===== src/design/ffra_pkg.sv =====
// shared constants and types of the first-fit region allocator
package ffra_pkg;

  localparam int MEM_UNITS_DEF   = 1024;
  localparam int MAX_REGIONS_DEF = 16;

  localparam int CMD_W    = 2;
  localparam int OWNER_W  = 8;
  localparam int SIZE_W   = 16;
  localparam int STATUS_W = 2;
  localparam int START_W  = 10;
  localparam int USAGE_W  = 7;

  localparam int IN_TDATA_W  = 32;
  localparam int OUT_TDATA_W = 24;

  // command codes
  localparam logic [CMD_W-1:0] CMD_ALLOC = 2'd0;
  localparam logic [CMD_W-1:0] CMD_FREE  = 2'd1;
  localparam logic [CMD_W-1:0] CMD_QUERY = 2'd2;

  // result status codes
  localparam logic [STATUS_W-1:0] ST_OK       = 2'd0;
  localparam logic [STATUS_W-1:0] ST_NOSPACE  = 2'd1;
  localparam logic [STATUS_W-1:0] ST_FULL     = 2'd2;
  localparam logic [STATUS_W-1:0] ST_NOTFOUND = 2'd3;

  // table update request from the sequencer
  typedef struct packed {
    logic alloc;
    logic release_entry;
  } wr_op_t;

endpackage


===== src/design/ffra_table.sv =====
// region table: entry storage, indexed read and candidate overlap check
module ffra_table #(
  parameter int MEM_UNITS   = ffra_pkg::MEM_UNITS_DEF,
  parameter int MAX_REGIONS = ffra_pkg::MAX_REGIONS_DEF
) (
  input  logic                            clk,
  input  logic                            rst,
  input  ffra_pkg::wr_op_t                wr_op,
  input  logic [$clog2(MAX_REGIONS)-1:0]  wr_idx,
  input  logic [ffra_pkg::OWNER_W-1:0]    wr_owner,
  input  logic [$clog2(MEM_UNITS)-1:0]    wr_start,
  input  logic [$clog2(MEM_UNITS+1)-1:0]  wr_end,
  input  logic [$clog2(MAX_REGIONS)-1:0]  rd_idx,
  output logic                            rd_valid,
  output logic [ffra_pkg::OWNER_W-1:0]    rd_owner,
  output logic [$clog2(MEM_UNITS)-1:0]    rd_start,
  output logic [$clog2(MEM_UNITS+1)-1:0]  rd_end,
  input  logic [$clog2(MEM_UNITS+1)-1:0]  cand,
  input  logic [ffra_pkg::SIZE_W-1:0]     size,
  output logic                            fit
);

  localparam int AW = $clog2(MEM_UNITS);
  localparam int EW = $clog2(MEM_UNITS + 1);
  localparam int CW = ((EW > ffra_pkg::SIZE_W) ? EW : ffra_pkg::SIZE_W) + 1;

  logic                       valid [MAX_REGIONS];
  logic [ffra_pkg::OWNER_W-1:0] owner [MAX_REGIONS];
  logic [AW-1:0]              start [MAX_REGIONS];
  logic [EW-1:0]              stop  [MAX_REGIONS];

  logic [CW-1:0]          cand_end;
  logic [MAX_REGIONS-1:0] conflict;

  always_ff @(posedge clk) begin
    if (rst) begin
      for (int i = 0; i < MAX_REGIONS; i++) begin
        valid[i] <= 1'b0;
      end
    end else if (wr_op.alloc) begin
      valid[wr_idx] <= 1'b1;
    end else if (wr_op.release_entry) begin
      valid[wr_idx] <= 1'b0;
    end
  end

  always_ff @(posedge clk) begin
    if (wr_op.alloc) begin
      owner[wr_idx] <= wr_owner;
      start[wr_idx] <= wr_start;
      stop[wr_idx]  <= wr_end;
    end
  end

  assign rd_valid = valid[rd_idx];
  assign rd_owner = owner[rd_idx];
  assign rd_start = start[rd_idx];
  assign rd_end   = stop[rd_idx];

  // candidate span [cand, cand+size) against every live region
  assign cand_end = CW'(cand) + CW'(size);

  always_comb begin
    for (int j = 0; j < MAX_REGIONS; j++) begin
      conflict[j] = valid[j] && (CW'(start[j]) < cand_end) && (stop[j] > cand);
    end
  end

  assign fit = (cand_end <= CW'(MEM_UNITS)) && !(|conflict);

endmodule


===== src/design/ffra_usage.sv =====
// usage percent: scaled total times a fixed reciprocal of the memory size
module ffra_usage #(
  parameter int MEM_UNITS = ffra_pkg::MEM_UNITS_DEF
) (
  input  logic                                clk,
  input  logic                                rst,
  input  logic                                start,
  input  logic [$clog2(MEM_UNITS+1)-1:0]      used,
  output logic                                done,
  output logic [ffra_pkg::USAGE_W-1:0]        quot
);

  localparam int UW = $clog2(MEM_UNITS + 1);
  localparam int NW = UW + ffra_pkg::USAGE_W;
  localparam int MW = $clog2(MEM_UNITS);
  localparam int KS = NW + MW;
  localparam int RW = NW + 2;
  localparam int PW = NW + RW;
  // 2**KS over the memory size, rounded up: exact for every numerator below 2**NW
  localparam longint unsigned RECIP =
    ((64'd1 << KS) + 64'(MEM_UNITS) - 64'd1) / 64'(MEM_UNITS);
  localparam logic [RW-1:0] RECIP_K = RW'(RECIP);

  logic [NW-1:0] num;
  logic [PW-1:0] prod;
  logic          num_v;
  logic          prod_v;

  always_ff @(posedge clk) begin
    if (rst) begin
      num_v  <= 1'b0;
      prod_v <= 1'b0;
      done   <= 1'b0;
    end else begin
      num_v  <= start;
      prod_v <= num_v;
      done   <= prod_v;
    end
  end

  always_ff @(posedge clk) begin
    if (start) begin
      // rounded half up: add half the divisor before dividing
      num <= NW'(used) * NW'(100) + NW'(MEM_UNITS / 2);
    end
    if (num_v) begin
      prod <= PW'(num) * PW'(RECIP_K);
    end
    if (prod_v) begin
      quot <= prod[KS +: ffra_pkg::USAGE_W];
    end
  end

endmodule


===== src/design/first_fit_region_allocator_unit.sv =====
// top level of the first-fit region allocator: sequencer and stream ports
//
// usage:
//   s_axis carries one command beat: alloc, free or query for an owner id,
//   with a requested size for alloc. m_axis returns one result beat per
//   command: status, region start (zero unless status is ok) and the
//   memory usage in percent, rounded half up, after the command.
//   the block takes one command at a time; s_axis_tready is high only
//   while it is idle. a command sweeps the table one entry per cycle,
//   checking owner match, free slot and one first-fit candidate (address
//   zero or the end of that entry) against all live regions in parallel.
//   from accept to result valid a command passes the sweep (a step for
//   address zero, then one per entry), the decision and write-back state,
//   the usage launch, the usage pipeline (numerator, product, quotient)
//   and the output load. a new command is not taken before the last
//   result loads; the next command can be taken in the cycle after the
//   result loads.
//   the result waits in an output register; a stalled receiver holds it
//   and the block stalls only when a new result is ready to load.
//   reset empties the table, zeroes the usage total and drops m_axis_tvalid.
module first_fit_region_allocator_unit #(
  parameter int MEM_UNITS   = ffra_pkg::MEM_UNITS_DEF,
  parameter int MAX_REGIONS = ffra_pkg::MAX_REGIONS_DEF
) (
  input  logic                               clk,
  input  logic                               rst,
  input  logic                               s_axis_tvalid,
  output logic                               s_axis_tready,
  // [1:0] cmd, [9:2] owner_id, [25:10] req_size, rest zero
  input  logic [ffra_pkg::IN_TDATA_W-1:0]    s_axis_tdata,
  output logic                               m_axis_tvalid,
  input  logic                               m_axis_tready,
  // [1:0] status, [11:2] region_start, [18:12] usage_percent, rest zero
  output logic [ffra_pkg::OUT_TDATA_W-1:0]   m_axis_tdata
);

  localparam int AW   = $clog2(MEM_UNITS);
  localparam int EW   = $clog2(MEM_UNITS + 1);
  localparam int CW   = ((EW > ffra_pkg::SIZE_W) ? EW : ffra_pkg::SIZE_W) + 1;
  localparam int IW   = $clog2(MAX_REGIONS);
  localparam int CNTW = $clog2(MAX_REGIONS + 1);
  localparam int RES_W = ffra_pkg::STATUS_W + ffra_pkg::START_W + ffra_pkg::USAGE_W;

  typedef enum logic [2:0] {
    IDLE,
    SWEEP,
    DECIDE,
    DIV_GO,
    DIVIDE,
    EMIT
  } state_t;

  state_t state;

  // latched command beat
  logic [ffra_pkg::CMD_W-1:0]   cmd;
  logic [ffra_pkg::OWNER_W-1:0] owner;
  logic [ffra_pkg::SIZE_W-1:0]  size;

  // sweep position: step 0 tests address zero, step k looks at entry k-1
  logic [CNTW-1:0] cnt;

  // sweep findings
  logic          match_v;
  logic [IW-1:0] match_idx;
  logic [AW-1:0] match_start;
  logic [EW-1:0] match_end;
  logic          free_v;
  logic [IW-1:0] free_idx;
  logic          best_v;
  logic [EW-1:0] best;

  logic [EW-1:0] used_total;

  // result held between decision and output
  logic [ffra_pkg::STATUS_W-1:0] res_status;
  logic [AW-1:0]                 res_start;

  // table read and candidate check
  logic [IW-1:0]                rd_idx;
  logic                         rd_valid;
  logic [ffra_pkg::OWNER_W-1:0] rd_owner;
  logic [AW-1:0]                rd_start;
  logic [EW-1:0]                rd_end;
  logic [EW-1:0]                cand;
  logic                         cand_ok;
  logic                         fit;
  logic                         first_step;

  // decision
  ffra_pkg::wr_op_t              wr_op;
  logic [IW-1:0]                 wr_idx;
  logic [EW-1:0]                 alloc_end;
  logic [ffra_pkg::STATUS_W-1:0] dec_status;
  logic [AW-1:0]                 dec_start;
  logic [EW-1:0]                 used_next;

  logic                         div_start;
  logic                         div_done;
  logic [ffra_pkg::USAGE_W-1:0] usage;
  logic                         out_free;

  assign s_axis_tready = (state == IDLE);
  assign first_step    = (cnt == '0);
  assign rd_idx        = IW'(cnt - CNTW'(1));
  assign cand          = first_step ? '0 : rd_end;
  assign cand_ok       = first_step || rd_valid;
  assign alloc_end     = EW'(CW'(best) + CW'(size));
  assign div_start     = (state == DIV_GO);
  assign out_free      = !m_axis_tvalid || m_axis_tready;

  ffra_table #(
    .MEM_UNITS   (MEM_UNITS),
    .MAX_REGIONS (MAX_REGIONS)
  ) u_table (
    .clk      (clk),
    .rst      (rst),
    .wr_op    (wr_op),
    .wr_idx   (wr_idx),
    .wr_owner (owner),
    .wr_start (AW'(best)),
    .wr_end   (alloc_end),
    .rd_idx   (rd_idx),
    .rd_valid (rd_valid),
    .rd_owner (rd_owner),
    .rd_start (rd_start),
    .rd_end   (rd_end),
    .cand     (cand),
    .size     (size),
    .fit      (fit)
  );

  ffra_usage #(
    .MEM_UNITS (MEM_UNITS)
  ) u_usage (
    .clk   (clk),
    .rst   (rst),
    .start (div_start),
    .used  (used_total),
    .done  (div_done),
    .quot  (usage)
  );

  // command decision from the sweep findings, applied in DECIDE
  always_comb begin
    wr_op      = '0;
    wr_idx     = free_idx;
    dec_status = ffra_pkg::ST_OK;
    dec_start  = '0;
    used_next  = used_total;
    unique case (cmd)
      ffra_pkg::CMD_ALLOC: begin
        if (match_v) begin
          // owner already holds a region: report it, change nothing
          dec_start = match_start;
        end else if (size == '0) begin
          dec_status = ffra_pkg::ST_NOSPACE;
        end else if (!free_v) begin
          dec_status = ffra_pkg::ST_FULL;
        end else if (!best_v) begin
          dec_status = ffra_pkg::ST_NOSPACE;
        end else begin
          wr_op.alloc = (state == DECIDE);
          dec_start   = AW'(best);
          used_next   = used_total + EW'(size);
        end
      end
      ffra_pkg::CMD_FREE: begin
        wr_idx = match_idx;
        if (!match_v) begin
          dec_status = ffra_pkg::ST_NOTFOUND;
        end else begin
          wr_op.release_entry = (state == DECIDE);
          dec_start           = match_start;
          used_next           = used_total - (match_end - EW'(match_start));
        end
      end
      default: begin
        // query, and the unused code behaves as query
        if (!match_v) begin
          dec_status = ffra_pkg::ST_NOTFOUND;
        end else begin
          dec_start = match_start;
        end
      end
    endcase
  end

  always_ff @(posedge clk) begin
    if (rst) begin
      state         <= IDLE;
      m_axis_tvalid <= 1'b0;
      used_total    <= '0;
    end else begin
      // in EMIT a beat leaving this cycle is replaced by the new one
      if (m_axis_tvalid && m_axis_tready && state != EMIT) begin
        m_axis_tvalid <= 1'b0;
      end
      unique case (state)
        IDLE: begin
          if (s_axis_tvalid) begin
            cmd     <= s_axis_tdata[1:0];
            owner   <= s_axis_tdata[9:2];
            size    <= s_axis_tdata[25:10];
            cnt     <= '0;
            match_v <= 1'b0;
            free_v  <= 1'b0;
            best_v  <= 1'b0;
            state   <= SWEEP;
          end
        end
        SWEEP: begin
          // keep the lowest fitting candidate, i.e. the first gap in address order
          if (cand_ok && fit && (!best_v || cand < best)) begin
            best_v <= 1'b1;
            best   <= cand;
          end
          if (!first_step) begin
            if (rd_valid && rd_owner == owner && !match_v) begin
              match_v     <= 1'b1;
              match_idx   <= rd_idx;
              match_start <= rd_start;
              match_end   <= rd_end;
            end
            if (!rd_valid && !free_v) begin
              free_v   <= 1'b1;
              free_idx <= rd_idx;
            end
          end
          if (cnt == CNTW'(MAX_REGIONS)) begin
            state <= DECIDE;
          end else begin
            cnt <= cnt + CNTW'(1);
          end
        end
        DECIDE: begin
          res_status <= dec_status;
          res_start  <= dec_start;
          used_total <= used_next;
          state      <= DIV_GO;
        end
        DIV_GO: begin
          state <= DIVIDE;
        end
        DIVIDE: begin
          if (div_done) begin
            state <= EMIT;
          end
        end
        EMIT: begin
          if (out_free) begin
            m_axis_tvalid <= 1'b1;
            m_axis_tdata  <= {(ffra_pkg::OUT_TDATA_W - RES_W)'(0), usage,
                              ffra_pkg::START_W'(res_start), res_status};
            state         <= IDLE;
          end
        end
        default: begin
          state <= IDLE;
        end
      endcase
    end
  end

`ifndef SYNTHESIS
  a_used_bounded: assert property (@(posedge clk) disable iff (rst)
    used_total <= EW'(MEM_UNITS))
    else $error("usage total exceeds memory size");

  a_accept_starts_sweep: assert property (@(posedge clk) disable iff (rst)
    s_axis_tvalid && s_axis_tready |=> state == SWEEP && cnt == '0)
    else $error("accepted beat did not start a sweep");

  a_usage_range: assert property (@(posedge clk) disable iff (rst)
    m_axis_tvalid |-> m_axis_tdata[18:12] <= 7'd100)
    else $error("usage percent above 100");

  a_start_zero_on_error: assert property (@(posedge clk) disable iff (rst)
    m_axis_tvalid && m_axis_tdata[1:0] != ffra_pkg::ST_OK |-> m_axis_tdata[11:2] == '0)
    else $error("region start nonzero on failed command");

  a_write_only_in_decide: assert property (@(posedge clk) disable iff (rst)
    wr_op.alloc || wr_op.release_entry |->
      state == DECIDE && !(wr_op.alloc && wr_op.release_entry))
    else $error("table write outside decision cycle");
`endif

endmodule

===== config.mk =====
export PLATFORM = sky130hd
export DESIGN_NAME = first_fit_region_allocator_unit
export DESIGN_NICKNAME = d
export VERILOG_FILES = /design/src/design/ffra_pkg.sv /design/src/design/ffra_table.sv /design/src/design/ffra_usage.sv /design/src/design/first_fit_region_allocator_unit.sv
export SDC_FILE = /design/constraint.sdc
export NUM_CORES = 1
export LEC_CHECK = 0
export BUFFER_PORTS_ARGS = -buffer_cell sky130_fd_sc_hd__buf_2
export CAP_MARGIN = 10
export CELL_PAD_IN_SITES_DETAIL_PLACEMENT = 1
export CELL_PAD_IN_SITES_GLOBAL_PLACEMENT = 2
export CORE_MARGIN = 2
export CORE_UTILIZATION = 42
export DETAILED_ROUTE_END_ITERATION = 10
export GPL_TIMING_DRIVEN = 0
export MAX_ROUTING_LAYER = met4
export PLACE_DENSITY = 0.81
export SYNTH_ARGS = -nofsm -noshare
export SYNTH_HDL_FRONTEND = slang
export SYNTH_SLANG_ARGS = --single-unit

===== constraint.sdc =====
create_clock -name clk -period 8.9 [get_ports clk]
set_input_delay 1.78 -clock clk [delete_from_list [all_inputs] [get_ports clk]]
set_output_delay 1.78 -clock clk [all_outputs]
set_load 0.03 [all_outputs]

==> impl_metrics.tcl <==
set metrics [dict create \
    antenna_found_initial 3 \
    post-dp-hpwl_mm 77.5 \
    critical_path_class "flip-flop to flip-flop" \
    viasPerCell 6.18 \
    p_total_mw 9.63 \
    skew_ns 0.0169 \
    synth_top_family_by_area "adder cells" \
    max_slew_margin_pct 14.3 \
    numCtsBuffers 72 \
    synthXorXnorAreaFrac_pct 1.61 \
    synth_compound_area_share_pct 9.23 \
    ys_seq_area_share_pct 55.1 \
    startpoint_type "flip-flop" \
    insertion_delay_ns 0.63 \
    grt-ovfl-total 0 \
    ys_types 79 \
    rows 103 \
    critPathMaxFanout 17 \
    drt_wl_total_mm 107 \
    grt_start_max_net_pins 29 \
    synth_mux_area_share_pct 10.2 \
    num_vias 22350 \
    syn_area_um2 33700 \
    synth_fa_ha_area_share_pct 15.0 \
    place_ws_ns -4.45 \
    ir_drop_mv 0.142 \
    cts_max_level 3 \
    synth-main-ff-cell "edfxtp_1" \
    die_x_um 287 \
    fp.dieH_um 287 \
    areaGrowthSynthToFinish_pct 15.7 \
    yosysWarningCount 0 \
    synth-seq-cells 624 \
    hold_path_class "flip-flop to flip-flop" \
    cts_tree "built" \
    syn_inst 2321 \
    clk_path_buf_depth 3 \
    place_area_um2 36100 \
    endpoint_kind "flip-flop" \
    clockRootBuffer "clkbuf_16" \
    tns_ns 0 \
    dr.pass1.iters 6 \
    ios 62 \
    wl_per_cell_um 29.6 \
    min_period_over_period_pct 96.3 \
    die-area_um2 82400 \
    grtUsageTotal_pct 27.0 \
    power_leakage_nw 14.4 \
    core_um2 79100 \
    setup_viol 0 \
    hold_violations 0 \
    cts.reportedPaths.clkPinSlew_ns 0.06 \
    status "finished clean" \
    drv_cap 0 \
    drc 0 \
    place.port_buffers 50 \
    arrival_ns 8.91 \
    cpMostUsedCell "buf_6" \
    cp.required_ns 9.24 \
    synthSimpleGateAreaFrac_pct 6.09 \
    final_common_cell "edfxtp_1" \
    critical-path-max-stage-delay_ns 0.63 \
    register_area_um2 18600 \
    period_minus_slack_ns 8.57 \
    slowest_stage "mux4_2" \
    synth-edff-count 606 \
    grt_pass1_vias 23978 \
    layout_setup_ws_ns 0.326 \
    clkSinkCount 624 \
    num-nets-final 2927 \
    postLayoutCellArea_um2 39000 \
    worst_pin_slew_ns 1.28 \
    n_fill_cell 7758 \
    gp_congestion 0.918 \
    cts_hold_buf 0 \
    synthArstFlopShare_pct 0 \
    ant_nets 0 \
    drv_slew 0 \
    multi_input_area_um2 14700 \
    drive_above_1_share_pct 18.2 \
    powerDensity_nw_per_um2 247 \
    rsz0062_at_grt "false" \
    insertedDiodeCount 0 \
    layout_common_cells "606 x edfxtp_1, 358 x ha_1, 156 x inv_1" \
    drt_iter0_drc 2457 \
    grt_first_pass_wirelength_mm 159 \
    max_freq_mhz 117 \
    start_util_pct 42.5 \
    syn_avg_cell_area_um2 14.5 \
]
==> report_power, final <==
| part | leakage (nW) | internal [mW] | switching [mW] | total, mW |
|---|---|---|---|---|
| sequential | 5.63 | 3.25 | 0.0291 | 3.28 |
| combinational | 7.66 | 1.39 | 2.07 | 3.46 |
| clock | 1.08 | 1.64 | 1.25 | 2.89 |
==> kinds of logic after synthesis <==
family	count (synthesis)
buffers and inverters	226
muxes	156
other	1
adders and majority gates	397
xor gates and xnor gates	61
and+or+nand+nor	393
AOI/OAI and AO/OA	463
DFF	624
==> routing by layer <==
layer / part of all wire, % / vias up / GRT usage (%) / routed length, um
li1: - / 9628 / - / -
met1: 41 / 11590 / 34.2 / 43400
met2: 49 / 904 / 44.4 / 52100
met3: 6.7 / 228 / 3.36 / 7130
met4: 4.0 / 0 / 10.2 / 4270
met5: 0 / - / - / 0
==> sequential cells by signal, summed over array words and instances, names as in the netlist, 10 cells and up <==
name / count
u_table.valid: 16
match_end: 11
used_total: 11
best: 11
u_table.stop: 176
match_start: 10
size: 16
m_axis_tdata: 19
u_table.start: 160
u_table.owner: 128
res_start: 10
==> cell usage after synthesis, types with 8 or more instances <==
cell type / n / area share [%]
nor3_1: 29 / 0.43
nor4_1: 10 / 0.19
xor2_1: 18 / 0.47
o21ai_0: 80 / 1.2
a21oi_1: 114 / 1.7
ha_1: 361 / 13
buf_2: 17 / 0.25
nand4_1: 43 / 0.80
a21o_1: 47 / 1.0
maj3_1: 17 / 0.51
a2111oi_0: 9 / 0.23
a31oi_1: 15 / 0.28
o211ai_1: 21 / 0.47
mux4_2: 150 / 10
dfxtp_1: 18 / 1.1
o2111ai_1: 8 / 0.21
o31ai_1: 17 / 0.38
nand3_1: 41 / 0.61
a211oi_1: 28 / 0.62
o21bai_1: 17 / 0.38
fa_1: 18 / 1.1
a22o_1: 15 / 0.39
inv_1: 157 / 1.8
nand2_1: 61 / 0.68
edfxtp_1: 606 / 54
nand2b_1: 37 / 0.69
xnor2_1: 42 / 1.1
nor2b_1: 25 / 0.46
nor2_1: 96 / 1.1
buf_1: 9 / 0.10
o21a_1: 12 / 0.27
a211o_1: 13 / 0.34
clkbuf_1: 36 / 0.40
==> area by class of cell <==
| cell class | count | area share (%) |
|---|---|---|
| clock buffer | 89 | 4.84 |
| sequential | 624 | 47.6 |
| timing repair buffer | 114 | 3.06 |
| inverter | 157 | 1.52 |
| tap | 1050 | 3.37 |
| multi-input combinational | 1475 | 37.7 |
| clock inverter | 39 | 0.903 |
| buffer | 68 | 0.957 |
==> timing repair <==
item,4_1_cts,5_1_grt
endpoints found under the setup margin,30,12
setup buffers,29,4
pin swaps,5,0
endpoints found under the hold margin,0,0
resized for setup,52,25
==> path summary, 6_finish.rpt <==
kind | startpoint | to | slack [ns] | depth (start not counted)
worst max-delay path | cnt[0] | best[0] | 0.33 | 31
worst min-delay path | u_usage.prod[34] | u_usage.quot[6] | 0.42 | 0
worst min register to register | u_usage.prod[34] | u_usage.quot[6] | 0.42 | 0
worst max register to register | cnt[0] | best[0] | 0.33 | 31
==> worst max-delay path, delay by kind of cell (launching register included) <==
| kind | cells | cell delay, ns |
|---|---|---|
| AO/OA/AOI/OAI | 6 | 1.10 |
| XOR/XNOR | 1 | 0.20 |
| adder cells (fa/ha/maj) | 6 | 1.99 |
| buffers and inverters | 13 | 2.82 |
| flip-flops | 1 | 0.35 |
| multiplexers | 2 | 1.07 |
| AND/OR/NAND/NOR | 3 | 0.69 |
==> metrics by stage <==
step | utilization, % | hold slack (ns) | std cells
final | 49.2 | 0.420 | 3616
after floorplan | - | 0.400 | 2325
after global routing | 49.2 | 0.424 | 3616
after CTS | 49.0 | 0.421 | 3610
after detailed placement | 45.6 | 0.406 | 3454
after global placement | 44.6 | 0.404 | 3425
Note: power is estimated with default switching activity, not from simulation.
